[src/hdl/leol_pkg.sv]
package leol_pkg;

  // Byte codes
  localparam logic [7:0] CHR_CR     = 8'h0D;
  localparam logic [7:0] CHR_LF     = 8'h0A;
  localparam logic [7:0] CHR_SPACE  = 8'h20;
  localparam logic [7:0] MASK_STRIP = 8'h7F;
  localparam logic [7:0] MASK_FULL  = 8'hFF;

  // Line ending translation codes; codes above MODE_LF_CR act as drop
  localparam logic [2:0] MODE_DROP  = 3'd0;
  localparam logic [2:0] MODE_CR    = 3'd1;
  localparam logic [2:0] MODE_LF    = 3'd2;
  localparam logic [2:0] MODE_CR_LF = 3'd3;
  localparam logic [2:0] MODE_LF_CR = 3'd4;

  // Configuration register indexes
  localparam int CFG_INDEX_W = 8;
  localparam int CFG_DATA_W  = 8;
  localparam logic [CFG_INDEX_W-1:0] REG_CR_TRANSLATION     = 8'd0;
  localparam logic [CFG_INDEX_W-1:0] REG_LF_TRANSLATION     = 8'd1;
  localparam logic [CFG_INDEX_W-1:0] REG_STRIP_HIGH_BIT     = 8'd2;
  localparam logic [CFG_INDEX_W-1:0] REG_EXPAND_BLANK_LINES = 8'd3;

  localparam int QUEUE_DEPTH = 2;

  typedef struct packed {
    logic [7:0] in_byte;
    logic       block_start;
  } in_item_t;

  typedef struct packed {
    logic [7:0] out_byte;
    logic       last_of_run;
  } out_item_t;

  typedef struct packed {
    logic [2:0] cr_translation;
    logic [2:0] lf_translation;
    logic       strip_high_bit;
    logic       expand_blank_lines;
  } cfg_t;

  // One decoded input: up to three bytes to emit, byte 0 first
  typedef struct packed {
    logic [2:0][7:0] bytes;
    logic [1:0]      count;
  } run_t;

  typedef struct packed {
    logic full;
    logic empty;
  } queue_status_t;

endpackage

[src/hdl/leol_front.sv]
module leol_front import leol_pkg::*; (
  input  logic     clk,
  input  logic     rst,
  input  cfg_t     cfg,
  input  logic     accept,
  input  in_item_t item,
  output logic     push,
  output run_t     run
);

  logic [7:0] prev_out_byte, prev_out_byte_next;
  logic [7:0] prev_prev_out_byte, prev_prev_out_byte_next;
  logic [1:0] history_count, history_count_next;

  logic [7:0] p1, p2;
  logic [1:0] hcnt;
  logic       is_cr, is_lf, is_eol, match;
  logic [2:0] mode;
  logic [1:0] len;
  logic [7:0] s0, s1;
  logic [2:0] sum;

  // Block start clears history before the byte is handled
  always_comb begin
    p1   = item.block_start ? 8'd0 : prev_out_byte;
    p2   = item.block_start ? 8'd0 : prev_prev_out_byte;
    hcnt = item.block_start ? 2'd0 : history_count;
  end

  always_comb begin
    is_cr  = (item.in_byte == CHR_CR);
    is_lf  = (item.in_byte == CHR_LF);
    is_eol = is_cr || is_lf;
    mode   = is_cr ? cfg.cr_translation : cfg.lf_translation;
    len    = 2'd0;
    s0     = 8'd0;
    s1     = 8'd0;
    unique case (mode)
      MODE_CR: begin
        len = 2'd1;
        s0  = CHR_CR;
      end
      MODE_LF: begin
        len = 2'd1;
        s0  = CHR_LF;
      end
      MODE_CR_LF: begin
        len = 2'd2;
        s0  = CHR_CR;
        s1  = CHR_LF;
      end
      MODE_LF_CR: begin
        len = 2'd2;
        s0  = CHR_LF;
        s1  = CHR_CR;
      end
      default: len = 2'd0;
    endcase
  end

  always_comb begin
    match = 1'b0;
    if (cfg.expand_blank_lines && (len != 2'd0) && (hcnt >= len)) begin
      if (len == 2'd1) match = (p1 == s0);
      else             match = (p2 == s0) && (p1 == s1);
    end
  end

  always_comb begin
    run.bytes = '0;
    run.count = 2'd0;
    if (is_eol) begin
      if (match) begin
        run.bytes[0] = CHR_SPACE;
        run.bytes[1] = s0;
        run.bytes[2] = s1;
        run.count    = len + 2'd1;
      end else begin
        run.bytes[0] = s0;
        run.bytes[1] = s1;
        run.count    = len;
      end
    end else begin
      run.bytes[0] = item.in_byte & (cfg.strip_high_bit ? MASK_STRIP : MASK_FULL);
      run.count    = 2'd1;
    end
  end

  assign push = accept && (run.count != 2'd0);

  // Advance history by the bytes of this run
  always_comb begin
    prev_out_byte_next      = p1;
    prev_prev_out_byte_next = p2;
    unique case (run.count)
      2'd1: begin
        prev_prev_out_byte_next = p1;
        prev_out_byte_next      = run.bytes[0];
      end
      2'd2: begin
        prev_prev_out_byte_next = run.bytes[0];
        prev_out_byte_next      = run.bytes[1];
      end
      2'd3: begin
        prev_prev_out_byte_next = run.bytes[1];
        prev_out_byte_next      = run.bytes[2];
      end
      default: begin
        prev_out_byte_next      = p1;
        prev_prev_out_byte_next = p2;
      end
    endcase
    sum                = {1'b0, hcnt} + {1'b0, run.count};
    history_count_next = (sum >= 3'd2) ? 2'd2 : sum[1:0];
  end

  always_ff @(posedge clk) begin
    if (rst) begin
      prev_out_byte      <= 8'd0;
      prev_prev_out_byte <= 8'd0;
      history_count      <= 2'd0;
    end else if (accept) begin
      prev_out_byte      <= prev_out_byte_next;
      prev_prev_out_byte <= prev_prev_out_byte_next;
      history_count      <= history_count_next;
    end
  end

endmodule

[src/hdl/leol_queue.sv]
module leol_queue import leol_pkg::*; #(
  parameter int DEPTH = QUEUE_DEPTH
) (
  input  logic          clk,
  input  logic          rst,
  input  logic          push,
  input  run_t          push_run,
  input  logic          pop,
  output run_t          head,
  output queue_status_t status
);

  localparam int PTR_W = (DEPTH > 1) ? $clog2(DEPTH) : 1;
  localparam int CNT_W = $clog2(DEPTH + 1);
  localparam logic [PTR_W-1:0] LAST_PTR = PTR_W'(DEPTH - 1);
  localparam logic [CNT_W-1:0] FULL_CNT = CNT_W'(DEPTH);

  run_t             mem [DEPTH];
  logic [PTR_W-1:0] wr_ptr, rd_ptr;
  logic [CNT_W-1:0] count;
  logic             do_push, do_pop;

  assign status.full  = (count == FULL_CNT);
  assign status.empty = (count == '0);
  assign do_push      = push && !status.full;
  assign do_pop       = pop && !status.empty;
  assign head         = mem[rd_ptr];

  always_ff @(posedge clk) begin
    if (do_push) mem[wr_ptr] <= push_run;
  end

  always_ff @(posedge clk) begin
    if (rst) begin
      wr_ptr <= '0;
      rd_ptr <= '0;
      count  <= '0;
    end else begin
      if (do_push) wr_ptr <= (wr_ptr == LAST_PTR) ? '0 : wr_ptr + 1'b1;
      if (do_pop)  rd_ptr <= (rd_ptr == LAST_PTR) ? '0 : rd_ptr + 1'b1;
      if (do_push && !do_pop)      count <= count + 1'b1;
      else if (do_pop && !do_push) count <= count - 1'b1;
    end
  end

endmodule

[src/hdl/leol_back.sv]
module leol_back import leol_pkg::*; (
  input  logic      clk,
  input  logic      rst,
  input  run_t      head,
  input  logic      head_valid,
  output logic      pop,
  output logic      out_valid,
  input  logic      out_stall,
  output out_item_t out_data
);

  logic [1:0] idx;
  logic       load, last;

  assign load = !out_valid || !out_stall;
  assign last = (idx == head.count - 2'd1);
  assign pop  = load && head_valid && last;

  always_ff @(posedge clk) begin
    if (rst) begin
      out_valid <= 1'b0;
      idx       <= 2'd0;
    end else if (load) begin
      out_valid <= head_valid;
      if (head_valid) idx <= last ? 2'd0 : idx + 2'd1;
    end
  end

  always_ff @(posedge clk) begin
    if (load && head_valid) begin
      out_data.out_byte    <= head.bytes[idx];
      out_data.last_of_run <= last;
    end
  end

endmodule

[src/hdl/line_ending_translator_core.sv]
// Channel  Handshake              Payload
// in       in_valid / in_stall    in_data   (in_item_t: in_byte, block_start)
// out      out_valid / out_stall  out_data  (out_item_t: out_byte, last_of_run)
// cfg      cfg_valid / cfg_ready  cfg_index, cfg_data
//
// Each accepted byte yields zero to three output bytes, one per cycle while
// out_stall is low; a dropped line ending yields none. Decode and history
// update happen at accept; from an empty queue, out_valid rises once the run
// is written to the queue and then loaded into the output register.
// rst is synchronous: it clears history, queue and output valid, and loads
// the mode registers with their defaults. in_stall rises only while the run
// queue is full; out_stall holds the output register and the serializer.
module line_ending_translator_core import leol_pkg::*; #(
  parameter int DEPTH = QUEUE_DEPTH
) (
  input  logic                   clk,
  input  logic                   rst,
  input  logic                   in_valid,
  output logic                   in_stall,
  input  in_item_t               in_data,
  output logic                   out_valid,
  input  logic                   out_stall,
  output out_item_t              out_data,
  input  logic                   cfg_valid,
  output logic                   cfg_ready,
  input  logic [CFG_INDEX_W-1:0] cfg_index,
  input  logic [CFG_DATA_W-1:0]  cfg_data
);

  cfg_t          cfg;
  logic          in_accept;
  logic          push, pop;
  run_t          push_run, head;
  queue_status_t q_status;

  // Configuration registers; always ready, writes are registered and take effect in the next cycle
  assign cfg_ready = 1'b1;

  always_ff @(posedge clk) begin
    if (rst) begin
      cfg.cr_translation     <= MODE_CR;
      cfg.lf_translation     <= MODE_LF;
      cfg.strip_high_bit     <= 1'b0;
      cfg.expand_blank_lines <= 1'b0;
    end else if (cfg_valid && cfg_ready) begin
      unique case (cfg_index)
        REG_CR_TRANSLATION:     cfg.cr_translation     <= cfg_data[2:0];
        REG_LF_TRANSLATION:     cfg.lf_translation     <= cfg_data[2:0];
        REG_STRIP_HIGH_BIT:     cfg.strip_high_bit     <= cfg_data[0];
        REG_EXPAND_BLANK_LINES: cfg.expand_blank_lines <= cfg_data[0];
        default: ;  // drop writes to unmapped indexes
      endcase
    end
  end

  // Hold the input while the run queue has no room
  assign in_stall  = q_status.full;
  assign in_accept = in_valid && !in_stall;

  // Front: classify the byte, build its run, advance the history
  leol_front u_front (
    .clk    (clk),
    .rst    (rst),
    .cfg    (cfg),
    .accept (in_accept),
    .item   (in_data),
    .push   (push),
    .run    (push_run)
  );

  // Short queue of decoded runs between front and back
  leol_queue #(
    .DEPTH (DEPTH)
  ) u_queue (
    .clk      (clk),
    .rst      (rst),
    .push     (push),
    .push_run (push_run),
    .pop      (pop),
    .head     (head),
    .status   (q_status)
  );

  // Back: serialize each run into the output register, one byte a cycle while out_stall is low
  leol_back u_back (
    .clk        (clk),
    .rst        (rst),
    .head       (head),
    .head_valid (!q_status.empty),
    .pop        (pop),
    .out_valid  (out_valid),
    .out_stall  (out_stall),
    .out_data   (out_data)
  );

  // Queue cannot be full and empty at once
  a_queue_state: assert property (@(posedge clk) disable iff (rst)
    !(q_status.full && q_status.empty))
    else $error("run queue reports full and empty");

  // An ordinary byte always produces a run
  a_plain_pushes: assert property (@(posedge clk) disable iff (rst)
    (in_accept && in_data.in_byte != CHR_CR && in_data.in_byte != CHR_LF) |-> push)
    else $error("ordinary byte accepted without a run");

  // Runs in the queue carry at least one byte
  a_run_nonempty: assert property (@(posedge clk) disable iff (rst)
    push |-> (push_run.count != 2'd0))
    else $error("empty run pushed");

  // Output register is empty right after reset
  a_reset_out: assert property (@(posedge clk)
    $past(rst) |-> !out_valid)
    else $error("output valid after reset");

endmodule

[config.mk]
export PLATFORM = sky130hd
export DESIGN_NAME = line_ending_translator_core
export DESIGN_NICKNAME = d
export VERILOG_FILES = /design/src/hdl/leol_pkg.sv /design/src/hdl/leol_front.sv /design/src/hdl/leol_queue.sv /design/src/hdl/leol_back.sv /design/src/hdl/line_ending_translator_core.sv
export SDC_FILE = /design/constraint.sdc
export NUM_CORES = 1
export LEC_CHECK = 0
export BUFFER_PORTS_ARGS = -buffer_cell sky130_fd_sc_hd__buf_4
export CAP_MARGIN = 30
export CORE_UTILIZATION = 40
export CTS_CLUSTER_DIAMETER = 120
export DETAILED_ROUTE_END_ITERATION = 8
export GPL_TIMING_DRIVEN = 0
export RECOVER_POWER = 25
export SKIP_CTS_REPAIR_TIMING = 1
export SLEW_MARGIN = 20
export SYNTH_ARGS = -nofsm -noshare
export SYNTH_HDL_FRONTEND = slang
export SYNTH_HIERARCHICAL = 1
export SYNTH_SLANG_ARGS = --single-unit
[constraint.sdc]
create_clock -name clk -period 16.6 [get_ports clk]
set_input_delay 4.15 -clock clk [delete_from_list [all_inputs] [get_ports clk]]
set_output_delay 4.15 -clock clk [all_outputs]
set_load 0.005 [all_outputs]
== Word-level counts from Yosys, hierarchy flattened ==
Memories as Yosys holds them, arrays and structs flattened. A register that Yosys moved wholly into a read port is not among the register bits.
Cells that the tools add are included.

* Memories kept: 1
* Bits of input ports: 30
* Logic and storage cells: 107
* RAM bits: 44
* Register bits: 42

* Add/subtract/negate cells: 8
* Magnitude comparators: 3
* Bitwise logic cells: 2
* Reduce and logical (&&, ||, !) cells: 33
* Multiplexer cells: 28
* Eq/ne operators: 18

{| class="wikitable"
|+ Memory list
! name !! words !! width !! rd ports !! clocked after memory_dff !! wr ports !! RTL line !! source
|-
| u_queue.mem || 2 || 22 || 1 || 1 || 1 || leol_queue.sv:18 || <nowiki>run_t mem [DEPTH];</nowiki>
|}

{| class="wikitable"
|+ Operator list
! operator !! number
|-
| case mux 8 bit (3 select lines) || 2
|-
| two-way mux 8 bit || 4
|-
| == test 8 x 4 -> 1 bit || 3
|-
| binary-select mux 8 bit (select 2 bit) || 1
|-
| == test 8 x 2 -> 1 bit (second input constant) || 2
|-
| == test 8 x 4 -> 1 bit (second input constant) || 2
|-
| case mux 4 bit (2 select lines) || 2
|-
| two-way mux 14 bit || 1
|-
| two-way mux 12 bit || 1
|-
| logical AND 1 bit || 11
|-
| two-way mux 10 bit || 1
|-
| two-way mux 2 bit || 5
|-
| AND reduction 2 bit || 5
|-
| AND 8 bit || 1
|-
| == test 8 x 1 -> 1 bit (second input constant) || 1
|-
| zero test 8 bit || 1
|-
| two-way mux 1 bit || 8
|-
| OR reduction 2 bit || 4
|-
| adder 2 x 1 -> 2 bit (second input constant) || 3
|-
| == test 2 bit (second input constant) || 3
|-
| == test 3 x 2 -> 1 bit (second input constant) || 2
|-
| zero test 1 bit || 6
|-
| nonzero test 2 bit || 3
|-
| == test 2 x 1 -> 1 bit (second input constant) || 2
|-
| other kinds (15) || 18
|}

== Logic depth before layout (Yosys ltp) ==
Gate-level depths: netlist of run 1.

* Depth after elaboration: 18
* Gate-level depth with buffers: 22

== Hierarchy ==
The synthesis of run 1 kept the hierarchy.

{| class="wikitable"
|+ Modules (own cells, without submodules)
! module !! area each (sq um) !! times used !! cells an instance
|-
| leol_queue || 2092.0 || 1 || 106
|-
| leol_front || 1915.6 || 1 || 257
|-
| leol_back || 613.1 || 1 || 57
|-
| line_ending_translator_core || 415.4 || 1 || 42
|}

== Least setup slack after synthesis of run 1 ==
OpenSTA, ideal clock, no wires.

* Kind: input port to flip-flop
* Start point: input port in_data[7] in the netlist's numbering
* End point: memory u_queue/mem[0][0] in the netlist's numbering (enable)
* Arrival time: 8990 ps
* Setup time: 381 ps
* Stages: 17
* Slack: 7230 ps
* Path through: or4_4 > nor3_2 > mux2i_1 > ha_1 > nor2_1 > ha_1 > nor3b_1 > or4b_2 > nor3_1 > o2111ai_1 > nor4_4 > a2111oi_0 > a211oi_2 > buf_4 > inv_1 > or3_1 > inv_1

* Cells in the longest elaborated chain, start to end: 16
* Elaborated cells between the ends (all ways): 34
* Classes of those cells: add/sub: 1; order compare: 1; eq/ne: 10; mux: 10; reduce/logical: 12

{| class="wikitable"
|+ RTL lines
! what !! RTL line !! source
|-
| start: declaration || line_ending_translator_core.sv:20 || <nowiki>input in_item_t in_data,</nowiki>
|-
| == test 8 x 4 -> 1 bit || leol_front.sv:31 || <nowiki>is_cr = (item.in_byte == CHR_CR);</nowiki>
|-
| two-way mux 3 bit || leol_front.sv:34 || <nowiki>mode = is_cr ? cfg.cr_translation : cfg.lf_translation;</nowiki>
|-
| == test 3 x 2 -> 1 bit, or another cell as far along || leol_front.sv:38 || <nowiki>unique case (mode)</nowiki>
|-
| OR reduction 2 bit (no line) || n/a ||
|-
| case mux 4 bit (2 select lines) / case mux 2 bit (2 select lines) (equally long branches) || leol_front.sv:38 ||
|-
| == test 8 x 4 -> 1 bit / nonzero test 2 bit (equally long branches) || leol_front.sv:65, leol_front.sv:63 ||
|-
| logical AND 1 bit (on tied branches) || leol_front.sv:65, leol_front.sv:63 ||
|-
| two-way mux 1 bit / logical AND 1 bit (equally long branches) || leol_front.sv:64, leol_front.sv:63 ||
|-
| two-way mux 1 bit || leol_front.sv:63 || <nowiki>if (cfg.expand_blank_lines && (len != 2'd0) && (hcnt >= len)) begin</nowiki>
|-
| two-way mux 14 bit || leol_front.sv:73 || <nowiki>if (match) begin</nowiki>
|-
| two-way mux 10 bit * || leol_front.sv:72 || <nowiki>if (is_eol) begin</nowiki>
|-
| nonzero test 2 bit * || leol_front.sv:89 || <nowiki>assign push = accept && (run.count != 2'd0);</nowiki>
|-
| logical AND 1 bit * || leol_front.sv:89 ||
|-
| via push || line_ending_translator_core.sv:32 || <nowiki>logic push, pop;</nowiki>
|-
| logical AND 1 bit * || leol_queue.sv:25 || <nowiki>assign do_push = push && !status.full;</nowiki>
|-
| two-way mux 1 bit * || leol_queue.sv:30 || <nowiki>if (do_push) mem[wr_ptr] <= push_run;</nowiki>
|-
| two-way mux 1 bit (implied by the code) * || leol_queue.sv:30 ||
|-
| end: declaration || leol_queue.sv:18 ||
|}

Mark *: on every way through the listed nets, which the timed path passes. The rest lies on a longest branch.

== Worst setup path after layout of run 1 ==
* Start point: input port in_data[7] in the netlist's numbering
* End point: memory u_queue/mem[0][22] in the netlist's numbering (enable)

The elaborated chain is that of the path after synthesis.

==> impl_results.md, run 1 <==
* Distinct cells, synth at 74
* Placeable Area at 12200 sq um
* Yosys top cell area share at 0.364
* Status: finished clean
* Initial Util at 0.414
* Clk sinks at 95
* GP Congestion at 0.918
* Max Fanout on Critical Path at 16
* Synthesized area per cell at 10.9 sq um
* Placed Area at 5570 sq um
* Critical path's top delay family: simple AND/OR/NAND/NOR gates
* Crit path cell chain: clkbuf_1 -> nor4b_4 -> nand2_1 -> mux2i_2 -> clkinv_1 -> ha_1 -> nor2_1 -> ha_1 -> nor3b_1 -> or4b_2 -> nor3_1 -> o2111ai_1 -> nor4_4 -> a2111oi_0 -> buf_1 -> a211oi_2 -> buf_4 -> inv_1 -> or3_1 -> inv_1 -> buf_16
* Ranking of synthesized cells by area: edfxtp_1 (36%), dfxtp_1 (14%), mux2_2 (6.3%)
* H-tree depth at 3
* Antenna Cells at 0
* Vias per inst at 5.37
* Final Slew Violations at 0
* Max-capacitance violation count at 0
* Num CTS Buffers at 9
* Register-to-Register Path Depth at 21
* HP Class: reg2reg
* WL per Instance at 17.5 microns
* Period Utilization, post-route at 0.646
* Final hold viol count at 0
* Area leader, netlist: edfxtp_1
* Worst Max-Slew Pin Slew at 1.07 ns
* Worst skew pair latency at 0.35 ns
* RSZ-0062 raised after global routing: no
* Final HPWL DP at 8710 microns
* Stages on the worst setup path at 21
* Worst VDD drop at 0.0447 mV
* Met1 Wirelength at 5360 microns
* Flops & latches, synth at 95
* DR pass1 iterations at 5
* Final setup violation count at 0
* Final min period at 10.73 ns
* Register area at 2510 sq um
* Post-synth EDFFs at 61
* Initial DRC Count at 255
* Clk_skew at 0.00993 ns
* Worst endpoint data arrival time at 10.78 ns
* Area grow syn2layout at 15.0%
* Post-synthesis sequential area ratio at 0.499
* FF-to-FF Start: cfg[3]$_SDFFE_PP1P_
* GRT overflow at 0
* Synth Flop Type: edfxtp_1
* Reg2reg end: u_queue/mem[0][22]$_DFFE_PP_
* Worst path buffer plus inverter count at 7
* Worst Hold Depth at 1
* GRT Total Usage at 0.203
* DR vias at 3707
* Die Ht at 114 microns
* Max Clock Freq at 0.0932 GHz
* Setup crit end kind: register
* First-pass GRT wire length at 19900 microns
* R2R Setup Slk at 9.65 ns
* Post-DRT Antenna Nets at 0
* Footprint of the multi-input gates at 2320 sq um
* Mapped Area at 5040 sq um
* Met2 wire len at 5810 microns
* Root Buffer Master: clkbuf_16
* Die width at 114 microns
* Warnings, synthesis at 6
* CTS tree: done
* Initial antenna violation count at 0
* I/O pin count at 42
* Final nets at 554
* Drt drc at 0
* Hold Path End: u_front/prev_prev_out_byte[6]$_SDFFE_PP0P_
* Layout cell share with drive strength beyond 1 at 0.199
* Worst Hold Launch: u_front/prev_prev_out_byte[6]$_SDFFE_PP0P_
* Commonest non-fill, non-tap cell in the layout: edfxtp_1
* Final wirelength at 12100 microns
* Design Area, Final at 5790 sq um
* Met3 WL at 478 microns
* Max-slew headroom at 0.290
* CTS Buffer Depth at 2
* Mapped Cells at 462
* Cell Rows at 40
* Fill cell count at 1141
* CP Launch Type: primary input
* P per Cell Area at 121 nW/um^2
* Async S/R FF share, synth at 0
* Setup CP Type: in2reg
* Leak pwr at 2.04 nW
* Critical path's slowest cell: or4b_2
* Clock-pin slew on the worst setup and hold paths at 0.06 ns
* Most frequent cells in the layout: edfxtp_1 (61), nand2_1 (39), buf_4 (35)
* Final setup TNS at 0 ns
* IO Port Bufs at 35
* Crit path largest cell delay at 0.65 ns
* Critical Path RT at 16.66 ns
* Largest net degree at the start of global routing at 27
* Die area at 13000 sq um
* Vias in the first global route at 3735
* Max Used Layer: met4
## report_power, final
| part | switching (mW) | internal (mW) |
|---|---|---|
| logic | 0.103 | 0.0840 |
| clock network | 0.0877 | 0.100 |
| registers | 0.0177 | 0.310 |
## layer usage
metal	GRT usage	up-vias
li1	-	1801
met1	0.256	1777
met2	0.335	103
met3	0.0291	26
met4	0.116	0
met5	0	-
## sequential cells by signal, summed over array words and instances (netlist names), named ones only
| signal | count |
|---|---|
| u_queue/rd_ptr | 1 |
| u_back/out_valid | 1 |
| u_queue/wr_ptr | 1 |
| u_front/prev_out_byte | 8 |
| u_queue/mem | 52 |
| u_back/idx | 2 |
| u_front/prev_prev_out_byte | 8 |
| u_front/history_count | 2 |
| cfg | 8 |
| u_queue/count | 2 |
| u_back/out_data | 9 |
## Yosys cell counts (all sizes together), types with 2 or more instances
cell,instances
nor3b,3
nor4,4
clkbuf,14
nand3,6
a211oi,5
nand2,39
nand3b,4
ha,6
a21oi,29
or4,3
a21o,2
nand2b,14
o211ai,2
o21ai,28
a2111oi,3
conb,2
nor2b,9
o21a,3
a311oi,5
or4b,2
a211o,4
and3,6
buf,17
xor2,5
inv,14
nor2,33
dfxtp,34
edfxtp,61
a32o,5
mux2i,23
and2,2
nor3,12
mux2,29
xnor2,5
or3,4
## kinds of logic after synthesis
family,synth area share
xor gates and xnor gates,0.0174
and+or+nand+nor,0.168
muxes,0.112
other,0.00149
adders and majority gates,0.0189
DFF,0.499
AOI/OAI and AO/OA,0.137
buffers and inverters,0.0460
## worst reg2reg max path: stages, from the launching register on
cell and delay, ns:
dfxtp_1 0.31, clkbuf_1 0.19, nor3b_1 0.41, a21oi_1 0.09, mux2i_2 0.45, clkinv_1 0.47
ha_1 0.42, nor2_1 0.58, ha_1 0.25, nor3b_1 0.04, or4b_2 0.65, nor3_1 0.31
o2111ai_1 0.22, nor4_4 0.26, a2111oi_0 0.27, buf_1 0.17, a211oi_2 0.24, buf_4 0.23
inv_1 0.09, or3_1 0.37, inv_1 0.39, buf_16 0.22
## through the flow
step | total power [mW] | std cells | setup slack (ns) | util | hold slack (ns)
detailed placement | 0.528 | 674 | 5.71 | 0.458 | 0.459
global placement | 0.518 | 672 | 5.45 | 0.455 | 0.455
finish | 0.703 | 690 | 5.87 | 0.476 | 0.471
floorplan | 0.453 | 469 | 7.23 | - | 0.436
CTS | 0.715 | 690 | 6.07 | 0.479 | 0.473
global route | 0.742 | 690 | 5.53 | 0.476 | 0.484
## cell type report
class / count / area share
buffer: 31 / 0.0287
clock buffer: 11 / 0.0402
clock inverter: 5 / 0.00432
inverter: 15 / 0.00972
multi-input combinational: 328 / 0.400
sequential: 95 / 0.434
tap: 168 / 0.0363
timing repair buffer: 37 / 0.0469
## worst max path at each step
stage                     slack [ns]                            to        from
after floorplan                 7.23   u_queue/mem[0][0]$_DFFE_PP_  in_data[7]
after global placement          5.45  u_queue/mem[1][23]$_DFFE_PP_  in_data[7]
after detailed placement        5.71  u_queue/mem[0][15]$_DFFE_PP_  in_data[7]
after CTS                       6.07  u_queue/mem[0][15]$_DFFE_PP_  in_data[7]
after global routing            5.53  u_queue/mem[0][16]$_DFFE_PP_  in_data[7]
final                           5.87  u_queue/mem[0][22]$_DFFE_PP_  in_data[7]
Note: power is estimated with default switching activity, not from simulation.
==> inputs of run 2 (changes only) <==
--- a/config.mk
+++ b/config.mk
@@ -5,6 +5,7 @@
 export SDC_FILE = /design/constraint.sdc
 export NUM_CORES = 1
 export LEC_CHECK = 0
+export ABC_AREA = 1
 export BUFFER_PORTS_ARGS = -buffer_cell sky130_fd_sc_hd__buf_4
 export CAP_MARGIN = 30
 export CORE_UTILIZATION = 40
==> constraint.sdc (replaced) <==
create_clock -name clk -period 10.3 [get_ports clk]
set_input_delay 2.575 -clock clk [delete_from_list [all_inputs] [get_ports clk]]
set_output_delay 2.575 -clock clk [all_outputs]
set_load 0.005 [all_outputs]
==> impl_results.md, run 2 <==
* CTS tree: done
* Pint at 820 uW
* Die Ht at 118 microns
* Setup CP Type: in2reg
* Worst VDD drop at 0.0775 mV
* Flops & latches, synth at 95
* Leak pwr at 2.66 nW
* CP startpoint: in_data[7]
* Max Fanout on Critical Path at 18
* Final HPWL DP at 8420 microns
* Setup crit end kind: register
* Post-DRT Antenna Nets at 0
* Reg2reg end: u_queue/mem[0][25]$_DFFE_PP_
* CP Launch Type: primary input
* Status: finished clean
* Stages on the worst setup path at 26
* WL per Instance at 13.7 microns
* Most frequent cells in the layout: nand2_1 (108), inv_1 (67), edfxtp_1 (61)
* Vias per inst at 4.85
* Critical Path End: u_queue/mem[0][25]$_DFFE_PP_
* Worst endpoint data arrival time at 6.78 ns
* Layout cell share with drive strength beyond 1 at 0.230
* Fin util at 0.477
* Max-slew headroom at 0.486
* Post-synthesis sequential area ratio at 0.470
* Mapped Cells at 593
* Sw frac at 0.315
* Cells after DPL at 809
* Antenna Cells at 0
* Clk network pwr share at 0.261
* Area leader, netlist: edfxtp_1
* Worst path buffer plus inverter count at 7
* Post-synth EDFFs at 61
* Largest net degree at the start of global routing at 19
* Placeable Area at 12800 sq um
* GRT overflow at 0
* Area grow syn2layout at 14.4%
* P per Cell Area at 196 nW/um^2
* Clock-pin slew on the worst setup and hold paths at 0.06 ns
* Design Power at 1.20 mW
* Most numerous cell in the Yosys netlist: nand2_1
* Die width at 118 microns
* Critical Path RT at 10.36 ns
* Drt drc at 0
* Synth Flop Type: edfxtp_1
* Register-to-Register Path Depth at 22
* Clk_skew at 0.00760 ns
* Initial Util at 0.417
* Final setup TNS at 0 ns
* Vias in the first global route at 3902
* Clk sinks at 95
* Sequential power share at 0.442
* R2R Setup Slk at 5.98 ns
* Ranking of synthesized cells by area: edfxtp_1 (34%), dfxtp_1 (13%), nand2_1 (7.5%)
* Fill cell count at 1235
* WHS at 0.465 ns
* RSZ-0062 raised after global routing: no
* H-tree depth at 3
* Num CTS Buffers at 9
* Worst Max-Slew Pin Slew at 0.771 ns
* GRT Total Usage at 0.172
* Async S/R FF share, synth at 0
* Worst path most repeated cell: nand2_2
* Synthesized area per cell at 9.02 sq um
* Warnings, synthesis at 6
* P_sw at 377 uW
* HP Class: reg2reg
* First-pass GRT wire length at 18900 microns
* Mapped Area at 5350 sq um
* Final setup violation count at 0
* Distinct cells, synth at 38
* Max-capacitance violation count at 0
* Final Non-Filler Cells at 825
* Yosys top cell area share at 0.342
* CTS Buffer Depth at 2
* Max Clock Freq at 0.149 GHz
* Initial antenna violation count at 0
* Final wirelength at 11300 microns
* GP Congestion at 0.885
* DR pass1 iterations at 5
* Combinational share of power at 0.297
* DR vias at 4004
* I/O pin count at 42
* Commonest cells in the synthesized netlist: nand2_1 (107), inv_1 (66), edfxtp_1 (61), nor2_1 (60), nand3_1 (40)
* Final hold viol count at 0
* Final Slew Violations at 0
* Worst Hold Depth at 2
* Worst skew pair latency at 0.35 ns
* Critical path's top delay family: simple AND/OR/NAND/NOR gates
* Initial DRC Count at 260
* Max reg flops at 52
* Crit path largest cell delay at 0.45 ns
* Period Utilization, post-route at 0.653
* Top reg by flops: u_queue/mem
* Critical path's slowest cell: nor2_1
* Final min period at 6.73 ns
* Cell Rows at 41
* Top flop regs: u_queue/mem (52), u_back/out_data (9)
* Final nets at 685
* Commonest non-fill, non-tap cell in the layout: nand2_1
* IO Port Bufs at 35
* Die area at 13800 sq um
* FF-to-FF Start: cfg[7]$_SDFFE_PP0P_
* Root Buffer Master: clkbuf_16
## run 2: changes by cell type after synthesis, moves of 19 or more
cell     change
mux2_4      +19
mux2i_1     -22
nor2_1      +27
mux2_2      -22
nand3_1     +34
nand2_2     +19
inv_1       +52
nand2_1     +68
## run 2: final cells by class
type | count | area, sq um | share of cell area
clock inverter | 7 | 53.8 | 0.00879
clock buffer | 9 | 225 | 0.0368
timing repair buffer | 37 | 310 | 0.0507
buffer | 29 | 184 | 0.0300
sequential | 95 | 2510 | 0.410
tap | 172 | 215 | 0.0352
inverter | 80 | 302 | 0.0493
multi-input combinational | 396 | 2320 | 0.379
## run 2: metrics by stage
step / worst slack [ns] / instance area (sq um)
after global placement: 1.90 / 5850
after global routing: 3.15 / 6120
after floorplan: 3.51 / 5380
after detailed placement: 3.24 / 5920
after CTS: 3.60 / 6200
final: 3.57 / 6120
## run 2: cell families after synthesis
| kind of cell | synth area share |
|---|---|
| fa+ha+maj | 0.0178 |
| compound gates | 0.0821 |
| flops | 0.470 |
| mux | 0.0688 |
| other cells | 0.00140 |
| buf+inv | 0.0996 |
| simple gates | 0.261 |
## run 2: power groups by stage
stage	sequential, mW	combinational (mW)	clock, mW
final	0.529	0.356	0.313
after global routing	0.536	0.399	0.332
after CTS	0.530	0.380	0.321
after detailed placement	0.538	0.379	0
after global placement	0.539	0.355	0
after floorplan	0.536	0.253	0
## run 2: how the worst min path moves through the flow
| stage | startpoint | to |
|---|---|---|
| final | cfg[5]$_SDFFE_PP1P_ | cfg[5]$_SDFFE_PP1P_ |
| after global routing | u_front/prev_prev_out_byte[2]$_SDFFE_PP0P_ | u_front/prev_prev_out_byte[2]$_SDFFE_PP0P_ |
| after CTS | u_front/history_count[0]$_SDFFE_PP0P_ | u_front/history_count[0]$_SDFFE_PP0P_ |
| after detailed placement | cfg[5]$_SDFFE_PP1P_ | cfg[5]$_SDFFE_PP1P_ |
| after global placement | cfg[5]$_SDFFE_PP1P_ | cfg[5]$_SDFFE_PP1P_ |
| after floorplan | cfg[5]$_SDFFE_PP1P_ | cfg[5]$_SDFFE_PP1P_ |
## run 2: worst reg2reg max path: stages, from the launching register on
cell and delay, ns:
dfxtp_1 0.34, nand3b_1 0.16, nand2_1 0.13, nand3_2 0.21, o21ai_1 0.27, inv_2 0.09, ha_1 0.23, nor2_2 0.21
ha_1 0.17, inv_1 0.03, nand2_1 0.05, a21oi_1 0.05, nor2_1 0.45, nand3_4 0.23, nand2_2 0.11, nand2_2 0.07
nand2_2 0.14, buf_4 0.21, inv_2 0.06, nor2_1 0.14, o21ai_2 0.14, nor2_4 0.34, buf_16 0.21
## run 2: routing by layer
metal / wire, microns / global-route usage / part of all wire / up-vias
met5: 0 / 0 / 0 / -
met4: 297 / 0.0681 / 0.026 / 0
met3: 576 / 0.0344 / 0.051 / 26
met2: 5340 / 0.294 / 0.47 / 98
met1: 5090 / 0.211 / 0.45 / 1821
li1: - / - / - / 2059
==> inputs of run 3 (changes only) <==
==> constraint.sdc (replaced) <==
create_clock -name clk -period 6.8 [get_ports clk]
set_input_delay 1.7 -clock clk [delete_from_list [all_inputs] [get_ports clk]]
set_output_delay 1.7 -clock clk [all_outputs]
set_load 0.005 [all_outputs]
==> impl_results.md, run 3 (synthesis results as in run 2) <==
* Hold Path End: cfg[5]$_SDFFE_PP1P_
* Footprint of the multi-input gates at 2310 sq um
* Final setup violation count at 0
* Design Power at 1.81 mW
* Final hold viol count at 0
* Die width at 118 microns
* Worst VDD drop at 0.117 mV
* Leak pwr at 2.66 nW
* DR pass1 iterations at 6
* Root Buffer Master: clkbuf_16
* Post-DRT Antenna Nets at 0
* IO Port Bufs at 35
* Cell Rows at 41
* CP Launch Type: primary input
* Die area at 13800 sq um
* Initial antenna violation count at 0
* Max reg flops at 52
* FF-to-FF Start: cfg[7]$_SDFFE_PP0P_
* Final Slew Violations at 0
* Worst Hold Depth at 2
* Register-to-Register Path Depth at 22
* GP Congestion at 0.885
* Register area at 2510 sq um
* Vias in the first global route at 3902
* Top flop regs: u_queue/mem (52), u_back/out_data (9)
* Max Fanout on Critical Path at 18
* Vias per inst at 4.84
* GRT overflow at 0
* Antenna Cells at 0
* R2R Setup Slk at 2.49 ns
* Final setup TNS at 0 ns
* Setup crit end kind: register
* Reg2reg end: u_queue/mem[0][25]$_DFFE_PP_
* Clock-pin slew on the worst setup and hold paths at 0.06 ns
* H-tree depth at 3
* CTS tree: done
* Final wirelength at 11300 microns
* Largest net degree at the start of global routing at 19
* Initial Util at 0.417
* I/O pin count at 42
* Worst endpoint data arrival time at 5.90 ns
* Fill cell count at 1235
* Worst Max-Slew Pin Slew at 0.773 ns
* RSZ-0062 raised after global routing: no
* P per Cell Area at 296 nW/um^2
* Top reg by flops: u_queue/mem
* Final nets at 685
* Period Utilization, post-route at 0.860
* Max-slew headroom at 0.484
* Most frequent cells in the layout: nand2_1 (108), inv_1 (67), edfxtp_1 (61)
* Die Ht at 118 microns
* DR vias at 3995
* Clk_skew at 0.00921 ns
* Worst skew pair latency at 0.34 ns
* Placeable Area at 12800 sq um
* HP Class: reg2reg
* Max-capacitance violation count at 0
* Status: finished clean
* First-pass GRT wire length at 18900 microns
* Max Clock Freq at 0.171 GHz
* Critical Path RT at 6.85 ns
* Worst Hold Launch: cfg[5]$_SDFFE_PP1P_
* Clk sinks at 95
* Commonest non-fill, non-tap cell in the layout: nand2_1
* Setup CP Type: in2reg
* Initial DRC Count at 256
* GRT Total Usage at 0.172
* Final HPWL DP at 8420 microns
* Drt drc at 0
* Num CTS Buffers at 9
* Area grow syn2layout at 14.3%
* Layout cell share with drive strength beyond 1 at 0.228
* CTS Buffer Depth at 2
* Final min period at 5.85 ns
* WL per Instance at 13.7 microns
[run 3: changes by cell type in the layout (fill, tap and decap cells not counted)]
cell,previous run,this run
nand3_1,40,41
nand3_2,6,5
[run 3: stage by stage]
step	cell area (sq um)	instances	hold WS, ns	worst slack, ns	util
floorplan	5380	600	0.428	0.888	-
global placement	5850	807	0.443	-0.720	0.456
finish	6120	825	0.465	0.950	0.477
global route	6120	825	0.488	0.525	0.477
CTS	6200	825	0.469	0.974	0.484
detailed placement	5920	809	0.453	0.616	0.462
[run 3: metal layers]
metal,routed length (microns),global-route usage,part of all wire
met4,258,0.0681,0.023
met5,0,0,0
met3,549,0.0344,0.049
met2,5390,0.294,0.48
met1,5100,0.211,0.45
[run 3: worst max path at each step]
stage          startpoint                           end
2_1_floorplan  in_data[6]   u_queue/mem[1][0]$_DFFE_PP_
3_3_place_gp   in_data[5]  u_queue/mem[1][16]$_DFFE_PP_
3_5_place_dp   in_data[5]  u_queue/mem[1][14]$_DFFE_PP_
4_1_cts        in_data[5]  u_queue/mem[1][25]$_DFFE_PP_
5_1_grt        in_data[7]   u_queue/mem[0][2]$_DFFE_PP_
6_report       in_data[7]  u_queue/mem[0][25]$_DFFE_PP_
[run 3: layout make-up]
cell class              count  area share
plain buffers              29      0.0301
clock buffers               9      0.0368
inverters                  80      0.0493
multi-input cells         396       0.378
flip-flops and latches     95       0.411
well taps                 172      0.0352
clock inverters             7     0.00880
repair buffers             37      0.0507
[run 3: power by group]
| part | switching (mW) | internal [mW] | leakage, nW | total (mW) |
|---|---|---|---|---|
| sequential | 0.0412 | 0.759 | 0.848 | 0.800 |
| clock | 0.220 | 0.252 | 0.137 | 0.472 |
| combinational | 0.307 | 0.231 | 1.67 | 0.537 |
[run 3: worst max-delay path, stage by stage]
cell and delay (ns):
clkbuf_1 0.14, inv_2 0.08, nand2_2 0.06, nor2_4 0.27
nand3b_1 0.11, nand2_1 0.13, nand3_2 0.21, o21ai_1 0.27
inv_2 0.09, ha_1 0.23, nor2_2 0.21, ha_1 0.17
inv_1 0.03, nand2_1 0.05, a21oi_1 0.05, nor2_1 0.45
nand3_4 0.23, nand2_2 0.11, nand2_2 0.07, nand2_2 0.14
buf_4 0.20, inv_2 0.06, nor2_1 0.14, o21ai_2 0.14
nor2_4 0.34, buf_16 0.21
